`src/rtl/core/c8ie_pkg.sv`:
```
// ----------------------------------------------------------------------------
// c8ie_pkg
// Shared constants, instruction families and the result layout for the
// instruction execute block.
// ----------------------------------------------------------------------------
package c8ie_pkg;

    localparam int STACK_ENTRIES = 16;
    localparam int REG_COUNT     = 16;
    localparam int ADDR_BITS     = 12;

    localparam int REG_W   = $clog2(REG_COUNT);
    localparam int DEPTH_W = $clog2(STACK_ENTRIES + 1);

    localparam int IN_W  = 24;
    localparam int OUT_W = 48;

    localparam logic [ADDR_BITS-1:0] PC_RESET = ADDR_BITS'(12'h200);

    typedef enum logic [3:0] {
        FAM_JP    = 4'h1,
        FAM_CALL  = 4'h2,
        FAM_SEI   = 4'h3,
        FAM_SNEI  = 4'h4,
        FAM_SER   = 4'h5,
        FAM_LDI   = 4'h6,
        FAM_ADDI  = 4'h7,
        FAM_SNER  = 4'h9,
        FAM_LDIDX = 4'hA,
        FAM_JPV0  = 4'hB,
        FAM_RND   = 4'hC
    } t_family;

    typedef struct packed {
        logic [2:0]  pad;
        logic        unimplemented;
        logic        stack_overflow;
        logic [4:0]  call_depth;
        logic        skip_taken;
        logic [7:0]  reg_data;
        logic [3:0]  reg_number;
        logic        reg_written;
        logic [11:0] index_value;
        logic [11:0] next_pc;
    } t_result;

endpackage

```
`src/rtl/core/c8ie_ram.sv`:
```
// ----------------------------------------------------------------------------
// c8ie_ram
// Generic RAM, one write port and two registered read ports.
// ----------------------------------------------------------------------------
module c8ie_ram #(
    parameter int WIDTH = 8,
    parameter int DEPTH = 16
) (
    input  logic                     i_clk,
    input  logic                     i_we,
    input  logic [$clog2(DEPTH)-1:0] i_waddr,
    input  logic [WIDTH-1:0]         i_wdata,
    input  logic                     i_re,
    input  logic [$clog2(DEPTH)-1:0] i_raddr_a,
    input  logic [$clog2(DEPTH)-1:0] i_raddr_b,
    output logic [WIDTH-1:0]         o_rdata_a,
    output logic [WIDTH-1:0]         o_rdata_b
);

    logic [WIDTH-1:0] r_mem [DEPTH];
    logic [WIDTH-1:0] r_rdata_a;
    logic [WIDTH-1:0] r_rdata_b;

    always_ff @(posedge i_clk) begin
        if (i_we) begin
            r_mem[i_waddr] <= i_wdata;
        end
        if (i_re) begin
            r_rdata_a <= r_mem[i_raddr_a];
            r_rdata_b <= r_mem[i_raddr_b];
        end
    end

    assign o_rdata_a = r_rdata_a;
    assign o_rdata_b = r_rdata_b;

endmodule

```
`src/rtl/core/chip8_instruction_execute_top.sv`:
```
// ----------------------------------------------------------------------------
// chip8_instruction_execute_top
// Executes one fetched instruction word per request and reports the new
// program counter, index register, register write, skip and stack status.
// ----------------------------------------------------------------------------
// usage
//   s_axis: one request per instruction, tdata = {random_byte, instr_word}
//   m_axis: one result per request, in order, fields listed at the port
//   a request accepted on s_axis is held in the execute stage; its result is
//   registered when the execute step fires and stays on m_axis until taken
//   one request per cycle is sustained while m_axis_tready is high; the register
//   file read is issued as the request is taken and the execute step uses its data
//   writes of the previous instruction are forwarded, so back to back
//   dependent instructions run without a bubble
//   when m_axis_tready is low the result is held, the execute stage holds
//   one request and s_axis_tready drops once both are full
//   reset: pc = 0x200, registers and index cleared, call depth zero
//   return addresses are not kept since no instruction reads them back
// ----------------------------------------------------------------------------
module chip8_instruction_execute_top (
    input  logic                     i_clk,
    input  logic                     i_rst_n,
    input  logic                     s_axis_tvalid,
    output logic                     s_axis_tready,
    // [15:0] instr_word, [23:16] random_byte
    input  logic [c8ie_pkg::IN_W-1:0]  s_axis_tdata,
    output logic                     m_axis_tvalid,
    input  logic                     m_axis_tready,
    // [11:0] next_pc, [23:12] index_value, [24] reg_written,
    // [28:25] reg_number, [36:29] reg_data, [37] skip_taken,
    // [42:38] call_depth, [43] stack_overflow, [44] unimplemented, [47:45] zero
    output logic [c8ie_pkg::OUT_W-1:0] m_axis_tdata
);

    import c8ie_pkg::*;

    logic                 s_fire;
    logic                 x_fire;
    logic                 r_in_valid;
    logic [15:0]          r_word;
    logic [7:0]           r_rnd;
    logic                 r_out_valid;
    t_result              r_out;
    t_result              n_out;

    logic [ADDR_BITS-1:0] r_pc;
    logic [ADDR_BITS-1:0] n_pc;
    logic [ADDR_BITS-1:0] r_index;
    logic [ADDR_BITS-1:0] n_index;
    logic [DEPTH_W-1:0]   r_depth;
    logic [DEPTH_W-1:0]   n_depth;
    logic [REG_COUNT-1:0] r_reg_vld;
    logic [7:0]           r_v0;

    logic                 r_fwd_x;
    logic                 r_fwd_y;
    logic [7:0]           r_fwd_data;
    logic [7:0]           rdata_a;
    logic [7:0]           rdata_b;

    logic [REG_W-1:0]     x;
    logic [REG_W-1:0]     y;
    logic [7:0]           imm8;
    logic [11:0]          addr;
    logic [7:0]           vx;
    logic [7:0]           vy;
    logic [ADDR_BITS-1:0] pc_inc;
    logic                 wr;
    logic [7:0]           wdata;
    logic                 skip;
    logic                 ovf;
    logic                 unimpl;
    logic                 reg_we;

    assign x_fire        = r_in_valid && (!r_out_valid || m_axis_tready);
    assign s_axis_tready = !r_in_valid || x_fire;
    assign s_fire        = s_axis_tvalid && s_axis_tready;

    assign x    = r_word[11:8];
    assign y    = r_word[7:4];
    assign imm8 = r_word[7:0];
    assign addr = r_word[11:0];

    assign reg_we = x_fire && wr;

    c8ie_ram #(
        .WIDTH (8),
        .DEPTH (REG_COUNT)
    ) u_regs (
        .i_clk     (i_clk),
        .i_we      (reg_we),
        .i_waddr   (x),
        .i_wdata   (wdata),
        .i_re      (s_fire),
        .i_raddr_a (s_axis_tdata[11:8]),
        .i_raddr_b (s_axis_tdata[7:4]),
        .o_rdata_a (rdata_a),
        .o_rdata_b (rdata_b)
    );

    always_comb begin
        vx = r_reg_vld[x] ? rdata_a : 8'h00;
        vy = r_reg_vld[y] ? rdata_b : 8'h00;
        if (r_fwd_x) begin
            vx = r_fwd_data;
        end
        if (r_fwd_y) begin
            vy = r_fwd_data;
        end
    end

    always_comb begin
        pc_inc  = r_pc + ADDR_BITS'(2);
        n_pc    = pc_inc;
        n_index = r_index;
        n_depth = r_depth;
        wr      = 1'b0;
        wdata   = 8'h00;
        skip    = 1'b0;
        ovf     = 1'b0;
        unimpl  = 1'b0;
        case (r_word[15:12])
            FAM_JP: begin
                n_pc = ADDR_BITS'(addr);
            end
            FAM_CALL: begin
                if (r_depth < DEPTH_W'(STACK_ENTRIES)) begin
                    n_depth = r_depth + DEPTH_W'(1);
                end else begin
                    ovf = 1'b1;
                end
                n_pc = ADDR_BITS'(addr);
            end
            FAM_SEI:   skip = (vx == imm8);
            FAM_SNEI:  skip = (vx != imm8);
            FAM_SER:   skip = (vx == vy);
            FAM_SNER:  skip = (vx != vy);
            FAM_LDI: begin
                wr    = 1'b1;
                wdata = imm8;
            end
            FAM_ADDI: begin
                wr    = 1'b1;
                wdata = vx + imm8;
            end
            FAM_LDIDX: begin
                n_index = ADDR_BITS'(addr);
            end
            FAM_JPV0: begin
                n_pc = ADDR_BITS'(addr) + ADDR_BITS'(r_v0);
            end
            FAM_RND: begin
                wr    = 1'b1;
                wdata = r_rnd & imm8;
            end
            default: unimpl = 1'b1;
        endcase
        if (skip) begin
            n_pc = pc_inc + ADDR_BITS'(2);
        end
    end

    always_comb begin
        n_out                = '0;
        n_out.next_pc        = n_pc[11:0];
        n_out.index_value    = n_index[11:0];
        n_out.reg_written    = wr;
        n_out.reg_number     = wr ? x : 4'h0;
        n_out.reg_data       = wdata;
        n_out.skip_taken     = skip;
        n_out.call_depth     = 5'(n_depth);
        n_out.stack_overflow = ovf;
        n_out.unimplemented  = unimpl;
    end

    always_ff @(posedge i_clk) begin
        if (!i_rst_n) begin
            r_in_valid  <= 1'b0;
            r_out_valid <= 1'b0;
            r_pc        <= PC_RESET;
            r_index     <= '0;
            r_depth     <= '0;
            r_reg_vld   <= '0;
            r_v0        <= 8'h00;
            r_fwd_x     <= 1'b0;
            r_fwd_y     <= 1'b0;
        end else begin
            if (s_fire) begin
                r_in_valid <= 1'b1;
                r_fwd_x    <= reg_we && (x == s_axis_tdata[11:8]);
                r_fwd_y    <= reg_we && (x == s_axis_tdata[7:4]);
            end else if (x_fire) begin
                r_in_valid <= 1'b0;
            end
            if (x_fire) begin
                r_out_valid <= 1'b1;
                r_pc        <= n_pc;
                r_index     <= n_index;
                r_depth     <= n_depth;
            end else if (m_axis_tready) begin
                r_out_valid <= 1'b0;
            end
            if (reg_we) begin
                r_reg_vld[x] <= 1'b1;
                if (x == '0) begin
                    r_v0 <= wdata;
                end
            end
        end
    end

    always_ff @(posedge i_clk) begin
        if (s_fire) begin
            r_word     <= s_axis_tdata[15:0];
            r_rnd      <= s_axis_tdata[23:16];
            r_fwd_data <= wdata;
        end
        if (x_fire) begin
            r_out <= n_out;
        end
    end

    assign m_axis_tvalid = r_out_valid;
    assign m_axis_tdata  = r_out;

    // call depth never passes the stack size
    a_depth_bound: assert property (@(posedge i_clk) disable iff (!i_rst_n)
        r_depth <= DEPTH_W'(STACK_ENTRIES))
        else $error("call depth above stack size");

    // an overflowing call leaves the stack full
    a_ovf_full: assert property (@(posedge i_clk) disable iff (!i_rst_n)
        x_fire && ovf |=> r_depth == DEPTH_W'(STACK_ENTRIES))
        else $error("overflow with stack not full");

    // a write to register zero updates the jump base
    a_v0_track: assert property (@(posedge i_clk) disable iff (!i_rst_n)
        reg_we && (x == '0) |=> r_v0 == $past(wdata))
        else $error("v0 copy out of step");

    // an unimplemented family never writes a register
    a_unimpl_nowr: assert property (@(posedge i_clk) disable iff (!i_rst_n)
        m_axis_tvalid |-> !(r_out.unimplemented && r_out.reg_written))
        else $error("unimplemented instruction wrote a register");

endmodule
```
`config.mk`:
```
export PLATFORM = sky130hd
export DESIGN_NAME = chip8_instruction_execute_top
export DESIGN_NICKNAME = d
export VERILOG_FILES = /design/src/rtl/core/c8ie_pkg.sv /design/src/rtl/core/c8ie_ram.sv /design/src/rtl/core/chip8_instruction_execute_top.sv
export SDC_FILE = /design/constraint.sdc
export NUM_CORES = 1
export LEC_CHECK = 0
export BUFFER_PORTS_ARGS = -buffer_cell sky130_fd_sc_hd__buf_2
export CORE_ASPECT_RATIO = 0.6
export CORE_MARGIN = 4
export CORE_UTILIZATION = 55
export DETAILED_ROUTE_END_ITERATION = 8
export GPL_TIMING_DRIVEN = 0
export PLACE_DENSITY = 0.78
export SLEW_MARGIN = 10
export SYNTH_ARGS = -nofsm -noshare
export SYNTH_HDL_FRONTEND = slang
export SYNTH_HIERARCHICAL = 1
export SYNTH_SLANG_ARGS = --single-unit
```
`constraint.sdc`:
```
create_clock -name i_clk -period 4.7 [get_ports i_clk]
set_input_delay 0.47 -clock i_clk [delete_from_list [all_inputs] [get_ports i_clk]]
set_output_delay 0.47 -clock i_clk [all_outputs]
set_load 0.02 [all_outputs]
```
; ---- Yosys cells after proc, flatten, opt, wreduce, memory -nomap -nowiden
; Memory sizes are Yosys's and may differ from the RTL's. A register that Yosys moved wholly into a read port is not among the register bits.
; Index checks and enable logic that the tools add are counted.
[totals]
memories = 1
wordCells = 93
inputBits = 28
register_bits = 134
mem_bits_rw = 128
[mem_list]
columns = name, depth, word_bits, rd, rd_ports_with_merged_regs, wr, line_no
row1 = u_regs.r_mem, 16, 8, 2, 2, 1, c8ie_ram.sv:20  ; logic [WIDTH-1:0] r_mem [DEPTH];
[op_classes]
n_mux = 26
reduce_logical = 17
addsub = 5
n_eq_ne = 17
n_lt_le_gt_ge = 4
bitwise = 2
[op_table]
columns = op, count
row1 = 2-to-1 mux 8 bit, 4
row2 = adder 12 x 2 -> 12 bit (second input constant), 2
row3 = 2-to-1 mux 12 bit, 2
row4 = case mux 12 bit (2 select lines), 1
row5 = case mux 8 bit (3 select lines), 1
row6 = == test 4 x 3 -> 1 bit (second input constant), 4
row7 = == test 4 bit (second input constant), 4
row8 = == test 8 bit, 2
row9 = inequality test 8 bit, 2
row10 = OR 16 bit, 1
row11 = adder 12 x 8 -> 12 bit, 1
row12 = 2-to-1 mux 1 bit, 12
row13 = OR reduction 11 bit, 1
row14 = less-than comparator 4 x 5 -> 1 bit (second input constant), 2
row15 = 2-to-1 mux 5 bit, 2
row16 = adder 8 bit, 1
row17 = AND 8 bit, 1
row18 = binary-select mux 1 bit (select 4 bit), 2
row19 = == test 4 x 2 -> 1 bit (second input constant), 2
row20 = == test 4 bit, 2
row21 = logical AND 1 bit, 6
row22 = adder 5 x 1 -> 5 bit (second input constant), 1
row23 = less-than comparator 5 bit (second input constant), 1
row24 = demux 1 bit (select 4 bit), 1
row25 = other kinds (10), 13

; ---- Longest topological paths before layout
; Gate-level depths: netlist of run 1.
[logic_depth]
depth_word = 7
ltp_mapped = 17
mapped_depth_nobuf = 16

; ---- Modules after synthesis
; The synthesis of run 1 kept the hierarchy.
[modules_own_cells]
columns = mod, seq_area_each_um2, instances, area_each_um2, cells_per_inst
row1 = chip8_instruction_execute_top, 3453.3, 1, 7480.9, 734
row2 = c8ie_ram, 4324.1, 1, 6505.0, 307

; ---- Least setup slack after synthesis of run 1
; Ideal clock, no wire load.
[synth_path]
path_kind = reg2reg
start = register r_word[8]
end = register r_out (netlist bit m_axis_tdata[36]) (data pin)
period_less_slack_ns = 3.615
setup_time_ns = 0.302
stages_incl_launch_ff = 17
n_path_buf = 1
required_ns = 4.398
arrival_time_ns = 3.313
slack_ns = 1.085
path_cell_list = edfxtp_1 > and2_1 > buf_2 > a22oi_2 > a21oi_4 > o41ai_4 > ha_1 > a21o_1 > a21oi_1 > o21bai_1 > a21oi_1 > o21bai_1 > a21oi_1 > xnor2_1 > and2_1 > o22ai_1 > inv_1
[synth_rtl]
columns = element, line_no
row1 = "start, declared", chip8_instruction_execute_top.sv:40  ; logic [15:0] r_word;
row2 = "start signal, assigned", chip8_instruction_execute_top.sv:214  ; r_word <= s_axis_tdata[15:0];
row3 = "end signal, assigned", chip8_instruction_execute_top.sv:219  ; r_out <= n_out;
row4 = "end, declared", chip8_instruction_execute_top.sv:43  ; t_result r_out;

==> results of run 1 <==
## synthesized netlist by cell type, drive strengths merged, types with 8 or more instances
cell type    n
buf         31
a22oi       40
a31oi       19
mux4        64
o22ai        8
and2         9
xor2        25
nand2b      11
nand2       67
nor2       111
o41ai       10
dfxtp       57
o21ai       21
mux2i       46
a21o        10
mux2        14
a21oi       43
nand3       18
nor3        15
inv         29
clkbuf      28
xnor2       28
ha          19
edfxtp     221
## layout make-up
class	instances	area (um^2)	share of cell area, %
buffer	65	402	2.53
multi-input combinational	670	5770	36.3
sequential	278	7780	49.0
clock inverter	11	108	0.678
inverter	30	116	0.733
tap	322	403	2.54
timing repair buffer	95	618	3.89
clock buffer	35	683	4.30
## state kept, by name (all words and copies together) (netlist names)
name              cells
m_axis_tdata         45
m_axis_tvalid         1
r_depth               5
r_fwd_data            8
r_fwd_x               1
r_fwd_y               1
r_in_valid            1
r_index              12
r_pc                 12
r_reg_vld            16
r_rnd                 8
r_v0                  8
r_word               16
u_regs/o_rdata_a      8
u_regs/o_rdata_b      8
u_regs/r_mem        128
## stage by stage
step           setup TNS, ps  cell area [um^2]  worst slack (ps)  cells
6_report                   0             15900               201   1506
5_1_grt                    0             15900              62.0   1506
4_1_cts                    0             15800              31.3   1495
3_5_place_dp           -3870             14900              -216   1445
3_3_place_gp          -13410             14800              -288   1438
2_1_floorplan              0             14000              1080   1043
## per-layer routing
metal	GRT usage (%)	part of all wire, %	routed length (um)	vias to the layer above
li1	-	-	-	4247
met1	42.2	43	16600	4923
met2	35.5	40	15300	619
met3	12.9	16	6060	62
met4	3.41	1.2	481	0
met5	0	0	0	-
## critical path: cells and delay by family, from the launching register on
family	cells	cell delay [ps]
multiplexers	1	130
flip-flops	1	550
adder cells (fa/ha/maj)	1	320
AO/OA/AOI/OAI	10	2150
buffers and inverters	4	780
AND/OR/NAND/NOR	1	190
XOR/XNOR	1	100
## cell families (layout without fill, tap and decap cells)
| logic type | after synthesis | in the layout | share of synthesized area, % |
|---|---|---|---|
| other | 1 | 3 | 0.0268 |
| xor gates and xnor gates | 53 | 53 | 3.32 |
| muxes | 124 | 124 | 15.5 |
| AOI/OAI and AO/OA | 200 | 200 | 11.2 |
| adders and majority gates | 21 | 21 | 1.99 |
| buffers and inverters | 95 | 236 | 3.67 |
| and+or+nand+nor | 269 | 269 | 8.69 |
| DFF | 278 | 278 | 55.6 |
## placed cells by master (no fill, tap or decap), types with 6 or more instances in the layout
cell / instances
nand3_1: 18
a31oi_1: 19
buf_4: 19
mux4_2: 34
ha_1: 19
dfxtp_1: 57
mux2_2: 13
a221oi_1: 6
edfxtp_1: 221
clkdlybuf4s25_2: 6
inv_1: 26
o41ai_4: 6
a21oi_1: 42
clkbuf_16: 25
a21o_1: 10
buf_6: 9
o21bai_1: 7
clkbuf_1: 35
and2_1: 9
mux4_1: 28
a22oi_1: 36
nor2b_1: 7
xnor2_1: 28
mux2i_1: 46
nand2b_1: 11
clkinv_1: 7
nor3_1: 11
nor2_1: 110
o22ai_2: 6
buf_2: 83
o21ai_0: 19
nand2_1: 67
xor2_1: 25
## repair_timing
item / CTS / global route
endpoints found under the setup margin: 18 / 37
pin swaps: 2 / 1
gates resized for setup: 2 / 2
buffers inserted: 4 / 11
## power by group through the flow
stage / clock, W / combinational (W) / sequential [W]
2_1_floorplan: 0 / 0.000379 / 0.00283
3_3_place_gp: 0 / 0.000563 / 0.00282
3_5_place_dp: 0 / 0.000594 / 0.00282
4_1_cts: 0.00205 / 0.000604 / 0.00277
5_1_grt: 0.00216 / 0.000674 / 0.00277
6_report: 0.00202 / 0.000632 / 0.00277
## final timing paths
path	slack, ps	end	start	cells past startpoint
setup / recovery	200	u_regs/r_mem[8][7]	r_word[11]	18
hold / removal	110	r_word[2]	s_axis_tdata[2]	1
setup reg to reg	200	u_regs/r_mem[8][7]	r_word[11]	18
hold reg to reg	460	r_pc[0]	r_pc[0]	2
==> results.toml, run 1 <==
[floorplanning]
io_pins = 78
die_h_um = 132
coreArea_um2 = 24600
start_util_pct = 56.8
fp-row-count = 44
chipWidth_um = 214
die_area_um2 = 28100

[flow_run]
maxCapViolCount = 0

[timing]
period_needed_ps = 4500
fin_crit_sh_pct = 95.7
setup_violations = 0
finalMaxSlewViolations = 0
rsz0062_at_grt = "false"
hold-worst-slack_ps = 110
fmax_mhz = 222
hold_viol = 0
slew_headroom_pct = 26.2
tightestPinTransition_ps = 1110
clock_skew_ps = 12.6

[status]
status = "completed"

[synth]
synth_cell_types = 71
synth_seq_cells = 278
synth_edf_count = 221
synth_cells = 1041
synth_ff_type = "edfxtp_1"
yosys.area.top_type_share_pct = 47.5
netlist_area_um2 = 14000
yosys-top-cells-area = "edfxtp_1 47%, dfxtp_1 8.2%, mux4_2 5.5%, mux4_1 5.3%, mux2i_1 3.3%"
avgSynthCellArea_um2 = 13.4
yosysTopAreaCell = "edfxtp_1"
ys_seq_area_share_pct = 55.6
ys_warn_count = 6
postSynth.asyncResetShare_pct = 0

[routing]
antenna_left = 0
drc = 0
drt-pass1-iter-count = 5
vias = 9851
drt_iter0_markers = 1257
vias_per_cell = 6.54
wl_per_cell_um = 25.6
drt_wl_total_um = 38500

[power_and_ir_drop]
p_clk_share_pct = 37.3
vdd_drop_max_mv = 0.252
p_sw_share_pct = 24.5
totalPowerFinal_w = 0.00542
combPwrFrac_pct = 11.7
p_switching_w = 0.00133
p_int_w = 0.00409
power_density_nw_per_um2 = 342
p_leak_nw = 5.90
seq_power_share_pct = 51.0

[clocking]
cts_buffers = 25
clock_latency_ps = 540
cts.clk_slew.worst_paths_ps = 60
root_buffer = "clkbuf_16"
clock_path_buffers = 3
cts.sinks = 278
htreeDepth = 1
cts_tree = "built"
holdBufCountCts = 0

[worst_setup_path]
cp_cell_sequence = "buf_6 > mux2i_1 > a22oi_2 > a21boi_4 > buf_12 > o41ai_4 > ha_1 > a21o_1 > a21oi_1 > o21bai_1 > a21oi_1 > o21bai_1 > a21oi_1 > xnor2_1 > and2_1 > o22ai_2 > clkinvlp_4 > buf_4"
cp-start-kind = "flip-flop"
cp.arrival_ps = 4770
required_ps = 4970
critPathKind = "reg -> reg"
cp_max_fo = 10
path_common_cell = "a21oi_1"
cp_slowest_stage_delay_ps = 550
cp-end-kind = "flip-flop"
crit_path_top_delay_cell = "edfxtp_1"

[finish]
drive_above_1_share_pct = 20.6
nFillCells = 1815
diodes = 0
syn2layout_area_growth_pct = 13.5
final_nets = 1214
final_util_pct = 64.5

[place]
gp_congestion = 0.962
portBuffers = 73
dp_hpwl_um = 27800

[global_routing]
grt_max_degree = 41
grt_first_pass_wirelength_um = 57600
gr-total-overflow = 0
antenna_found_initial = 1
grtUsageTotal_pct = 27.1
grt_pass1_vias = 9452

[worst_hold_path]
hold_class = "in -> reg"
No activity file was read; power rests on OpenSTA's default activity.
==> run 2, diff against run 1 <==
- PLACE_DENSITY: 0.78 -> 0.73
==> run 2 against run 1 <==
Effect of this change:
- largest cell class unchanged
- power up 3.1%
- combinational power shrank 1%
- cell count is 0.13% lower
- clock power rose by 9%
- final area grew 0.31%
- register-to-register slack got worse by 20 ps
- wire length down 1.2%
- global-route usage fell by 0.32 points
==> results.toml, run 2 (same netlist as run 1, synthesis figures left out) <==
[routing]
drt-pass1-iter-count = 6
wl_per_cell_um = 25.3
drt_iter0_markers = 1329
drc = 0
vias = 9646
antenna_left = 0
drt_wl_total_um = 38000
vias_per_cell = 6.41

[floorplanning]
die_area_um2 = 28100
start_util_pct = 56.8
io_pins = 78
chipWidth_um = 214
coreArea_um2 = 24600
die_h_um = 132
fp-row-count = 44

[power_and_ir_drop]
p_int_w = 0.00425
combPwrFrac_pct = 11.1
seq_power_share_pct = 49.5
p_leak_nw = 5.93
power_density_nw_per_um2 = 351
p_clk_share_pct = 39.4
vdd_drop_max_mv = 0.267
p_sw_share_pct = 24.0
p_switching_w = 0.00134

[clocking]
clock_latency_ps = 560
cts.clk_slew.worst_paths_ps = 70
clock_path_buffers = 3
htreeDepth = 1
cts_buffers = 26
cts_tree = "built"
cts.sinks = 278
root_buffer = "clkbuf_16"
holdBufCountCts = 0

[finish]
nFillCells = 1817
regMostFlops = "u_regs/r_mem"
syn2layout_area_growth_pct = 13.8
layout_common_cells = "221 x edfxtp_1, 111 x nor2_1, 83 x buf_2"
final_common_cell = "edfxtp_1"
diodes = 0
final_util_pct = 64.7
largest_reg_flops = 128
drive_above_1_share_pct = 20.6
final_nets = 1211

[worst_setup_path]
r2r_start = "r_word[8]"
cp_cell_sequence = "and2b_1 > a22oi_2 > a21oi_4 > o41ai_4 > ha_1 > a21o_1 > a21oi_1 > o21bai_1 > a21oi_1 > o21bai_1 > a21oi_1 > xnor2_1 > and2_1 > o22ai_1 > inv_2"
r2r-end = "u_regs/r_mem[15][7]"
crit_path_top_delay_cell = "edfxtp_1"
worstSetupStartpoint = "r_word[8]"
cp_slowest_stage_delay_ps = 570
crit_end = "u_regs/r_mem[15][7]"
cp_max_fo = 18
critPathKind = "reg -> reg"
cp.arrival_ps = 4750
cp-end-kind = "flip-flop"
required_ps = 4940
reg2reg_depth = 15
path_common_cell = "a21oi_1"
crit_cells = 15
rrSetupSlack_ps = 180
crit_buf_inv = 1
cp-start-kind = "flip-flop"
critical_path.top_delay_family = "compound AO/OA/AOI/OAI gates"

[global_routing]
grt_max_degree = 40
grt_pass1_vias = 9197
antenna_found_initial = 0
grt_first_pass_wirelength_um = 56700
gr-total-overflow = 0
grtUsageTotal_pct = 26.8

[timing]
setup_tns_ps = 0
fmax_mhz = 221
setup_violations = 0
slew_headroom_pct = 23.0
period_needed_ps = 4520
clock_skew_ps = 21.6
rsz0062_at_grt = "false"
finalMaxSlewViolations = 0
tightestPinTransition_ps = 1150
hold_viol = 0
fin_crit_sh_pct = 96.1

[worst_hold_path]
hold_class = "in -> reg"

[place]
gp_congestion = 0.934
portBuffers = 73
dp_hpwl_um = 27600

[status]
status = "completed"

[flow_run]
maxCapViolCount = 0
-- run 2: cell count changes in the layout (fill, tap and decap cells not counted), moves of 2 or more --
cell,change
clkinv_1,-5
clkbuf_16,+4
buf_4,-3
clkbuf_1,+2
clkinvlp_4,-2
-- run 2: power groups by stage --
stage | clock, W | sequential [W] | combinational, W
after detailed placement | 0 | 0.00282 | 0.000594
after CTS | 0.00224 | 0.00277 | 0.000597
after global routing | 0.00235 | 0.00277 | 0.000664
after global placement | 0 | 0.00282 | 0.000568
final | 0.00220 | 0.00277 | 0.000623
after floorplan | 0 | 0.00283 | 0.000379
-- run 2: per-stage QoR --
step	cell area [um^2]	total power (W)	std cells	hold slack, ps	setup slack, ps
floorplan	14000	0.00321	1043	437	1080
global placement	14800	0.00339	1438	446	-432
detailed placement	14900	0.00341	1445	473	20.1
CTS	15800	0.00561	1493	63.9	4.11
global route	15900	0.00578	1504	70.3	5.84
finish	15900	0.00559	1504	85.5	181
-- run 2: repair_timing --
action	in CTS	in global routing
endpoints found under the setup margin	0	37
resized for setup	0	2
setup buffers	0	11
-- run 2: layer usage --
metal,global-route usage [%],wire [um]
met1,43.0,17100
met5,0,0
met4,4.33,658
met2,34.0,14500
met3,11.6,5740
-- run 2: area by class of cell --
type / instances / area (um^2) / area share (%)
Buffer: 65 / 402 / 2.52
Multi-Input combinational cell: 670 / 5760 / 36.2
Timing Repair Buffer: 91 / 572 / 3.59
Inverter: 30 / 113 / 0.707
Clock inverter: 6 / 93.8 / 0.589
Clock buffer: 42 / 805 / 5.05
Sequential cell: 278 / 7780 / 48.8
Tap cell: 322 / 403 / 2.53
-- run 2: worst min-delay path by stage --
stage,startpoint,to,slack (ps),depth (start not counted)
6_report,s_axis_tdata[0],r_word[0],90,1
5_1_grt,s_axis_tdata[2],r_word[2],70,1
4_1_cts,s_axis_tdata[0],r_word[0],60,1
3_5_place_dp,r_pc[0],r_pc[0],470,2
3_3_place_gp,r_pc[0],r_pc[0],450,2
2_1_floorplan,r_pc[0],r_pc[0],440,2
==> run 3, diff against run 2 <==
- CORE_UTILIZATION: 55 -> 28
- MAX_ROUTING_LAYER: default -> met4
- PLACE_DENSITY: 0.73 -> default
==> run 3 against run 2 <==
Effect of this change:
- first-iteration DRC count fell by 2.3%
- cell count increased by 22%
- register-to-register slack improved by 90 ps
- critical path depth grew 2
- count of clock-buffer cells in the layout down 13
- final area up 2.8%
- die area rose by 91%
- via count down 0.43%
- global-route usage decreased by 11 points
- clock power is 5% higher
- utilization shrank 32 points
- setup slack gained 91 ps
- critical path type unchanged
- critical endpoint is now u_regs/r_mem[0][7]
- largest cell class unchanged
==> results.toml, run 3 (same netlist as run 1, synthesis figures left out) <==
[floorplanning]
fp-row-count = 63
chipWidth_um = 297
coreArea_um2 = 49300
io_pins = 78
die_h_um = 181
start_util_pct = 28.3
die_area_um2 = 53700

[place]
gp_congestion = 0.949
portBuffers = 73
dp_hpwl_um = 30400
place_area_um2 = 15300

[global_routing]
grt_max_degree = 33
grt_pass1_vias = 9152
grtUsageTotal_pct = 15.4
grt_first_pass_wirelength_um = 60300
antenna_found_initial = 2
gr-total-overflow = 0

[routing]
drt_wl_total_um = 40700
drt_iter0_markers = 1298
drt-pass1-iter-count = 5
drc = 0
antenna_left = 0
wl_per_cell_um = 22.2
vias = 9605
vias_per_cell = 5.24

[clocking]
clock_latency_ps = 600
htreeDepth = 1
cts.sinks = 278
cts.clk_slew.worst_paths_ps = 60
root_buffer = "clkbuf_16"
cts_tree = "built"
cts_buffers = 28
clock_path_buffers = 3

[worst_setup_path]
rrSetupSlack_ps = 270
cp.arrival_ps = 4760
r2r_start = "r_word[8]"
critical_path.top_delay_family = "compound AO/OA/AOI/OAI gates"
cp_cell_sequence = "and2_1 > buf_2 > a22oi_2 > a21oi_4 > o41ai_4 > ha_1 > a21o_1 > a21oi_1 > o21bai_1 > a21oi_1 > o21bai_1 > a21oi_1 > xnor2_1 > and2_1 > o22ai_2 > clkinvlp_4 > buf_4"
r2r-end = "u_regs/r_mem[0][7]"
cp_slowest_stage_delay_ps = 570
critPathKind = "reg -> reg"
cp_max_fo = 13
required_ps = 5030
cp-end-kind = "flip-flop"
reg2reg_depth = 17
crit_path_top_delay_cell = "edfxtp_1"
cp-start-kind = "flip-flop"
path_common_cell = "a21oi_1"
crit_buf_inv = 3

[finish]
regMostFlops = "u_regs/r_mem"
final_common_cell = "edfxtp_1"
drive_above_1_share_pct = 21.2
largest_reg_flops = 128
final_nets = 1210
syn2layout_area_growth_pct = 17.0
layout_common_cells = "221 x edfxtp_1, 111 x nor2_1, 83 x buf_2"
final_util_pct = 33.2
final_area_um2 = 16400
diodes = 0

[status]
status = "completed"

[worst_hold_path]
hold_depth = 1
hold_class = "in -> reg"
holdPathEnd = "r_word[15]"
hold_start = "s_axis_tdata[15]"

[flow_run]
maxCapViolCount = 0

[power_and_ir_drop]
p_clk_share_pct = 40.3
power_density_nw_per_um2 = 348
p_leak_nw = 5.93
seq_power_share_pct = 48.6
vdd_drop_max_mv = 0.307
combPwrFrac_pct = 11.1
p_int_w = 0.00423
p_sw_share_pct = 25.7
p_switching_w = 0.00146

[timing]
slew_headroom_pct = 28.3
hold-worst-slack_ps = 90.9
setup_tns_ps = 0
fmax_mhz = 226
finalMaxSlewViolations = 0
tightestPinTransition_ps = 1070
setup_violations = 0
fin_crit_sh_pct = 94.2
period_needed_ps = 4430
clock_skew_ps = 56.1
hold_viol = 0
rsz0062_at_grt = "false"
[run 3: cell types whose count changed in the layout (fill, tap and decap cells not counted), moves of 3 or more]
cell        before  now
buf_4           16   13
clkbuf_1        37   28
clkbuf_8         3    0
clkinv_1         2    5
clkinv_2         1    6
clkinvlp_4       0    5
[run 3: timing repair]
item | 4_1_cts | 5_1_grt
cloned | 0 | 0
buffers inserted | 5 | 2
setup endpoints to repair | 18 | 37
hold buffers | 0 | 0
resized for setup | 0 | 3
pin swaps | 2 | 0
[run 3: final cells by class]
type                            instances  area, um^2
Fill cell                            4838       33000
Tap cell                              650         813
Inverter                               30         116
Clock inverter                         23         243
Sequential cell                       278        7780
Multi-Input combinational cell        670        5760
Buffer                                 65         402
Clock buffer                           29         704
Timing Repair Buffer                   88         546
[run 3: worst max-delay path by stage]
| stage | depth (start not counted) | to | from |
|---|---|---|---|
| after CTS | 16 | u_regs/r_mem[5][7] | r_word[8] |
| after floorplan | 16 | m_axis_tdata[36] | r_word[8] |
| after detailed placement | 15 | u_regs/r_mem[1][7] | r_word[8] |
| after global placement | 13 | m_axis_tdata[33] | r_word[8] |
| final | 17 | u_regs/r_mem[0][7] | r_word[8] |
| after global routing | 17 | u_regs/r_mem[12][7] | r_word[8] |
[run 3: routing by layer]
layer	up-vias	global-route usage (%)	share of wire, %
li1	4254	-	-
met1	4887	24.5	49
met2	426	18.9	38
met3	38	4.99	12
met4	0	1.98	1.1
met5	-	-	0
[run 3: per-stage QoR]
step	setup WS (ps)	total power [W]	std cells
3_3_place_gp	-527	0.00341	1766
2_1_floorplan	1080	0.00321	1043
6_report	273	0.00570	1833
5_1_grt	23.0	0.00591	1833
3_5_place_dp	-79.1	0.00343	1774
4_1_cts	50.4	0.00573	1831
[run 3: worst register-to-register path: cells and delay by family, from the launching register on]
kind,cells,cell delay [ps]
flops,1,570
simple gates,2,430
xor+xnor,1,100
buf+inv,3,550
compound gates,10,2200
fa+ha+maj,1,310
[run 3: power groups by stage]
stage | registers, W | clock network [W] | logic [W]
2_1_floorplan | 0.00283 | 0 | 0.000379
3_5_place_dp | 0.00282 | 0 | 0.000607
5_1_grt | 0.00277 | 0.00246 | 0.000675
6_report | 0.00277 | 0.00230 | 0.000631
4_1_cts | 0.00277 | 0.00234 | 0.000617
3_3_place_gp | 0.00282 | 0 | 0.000585
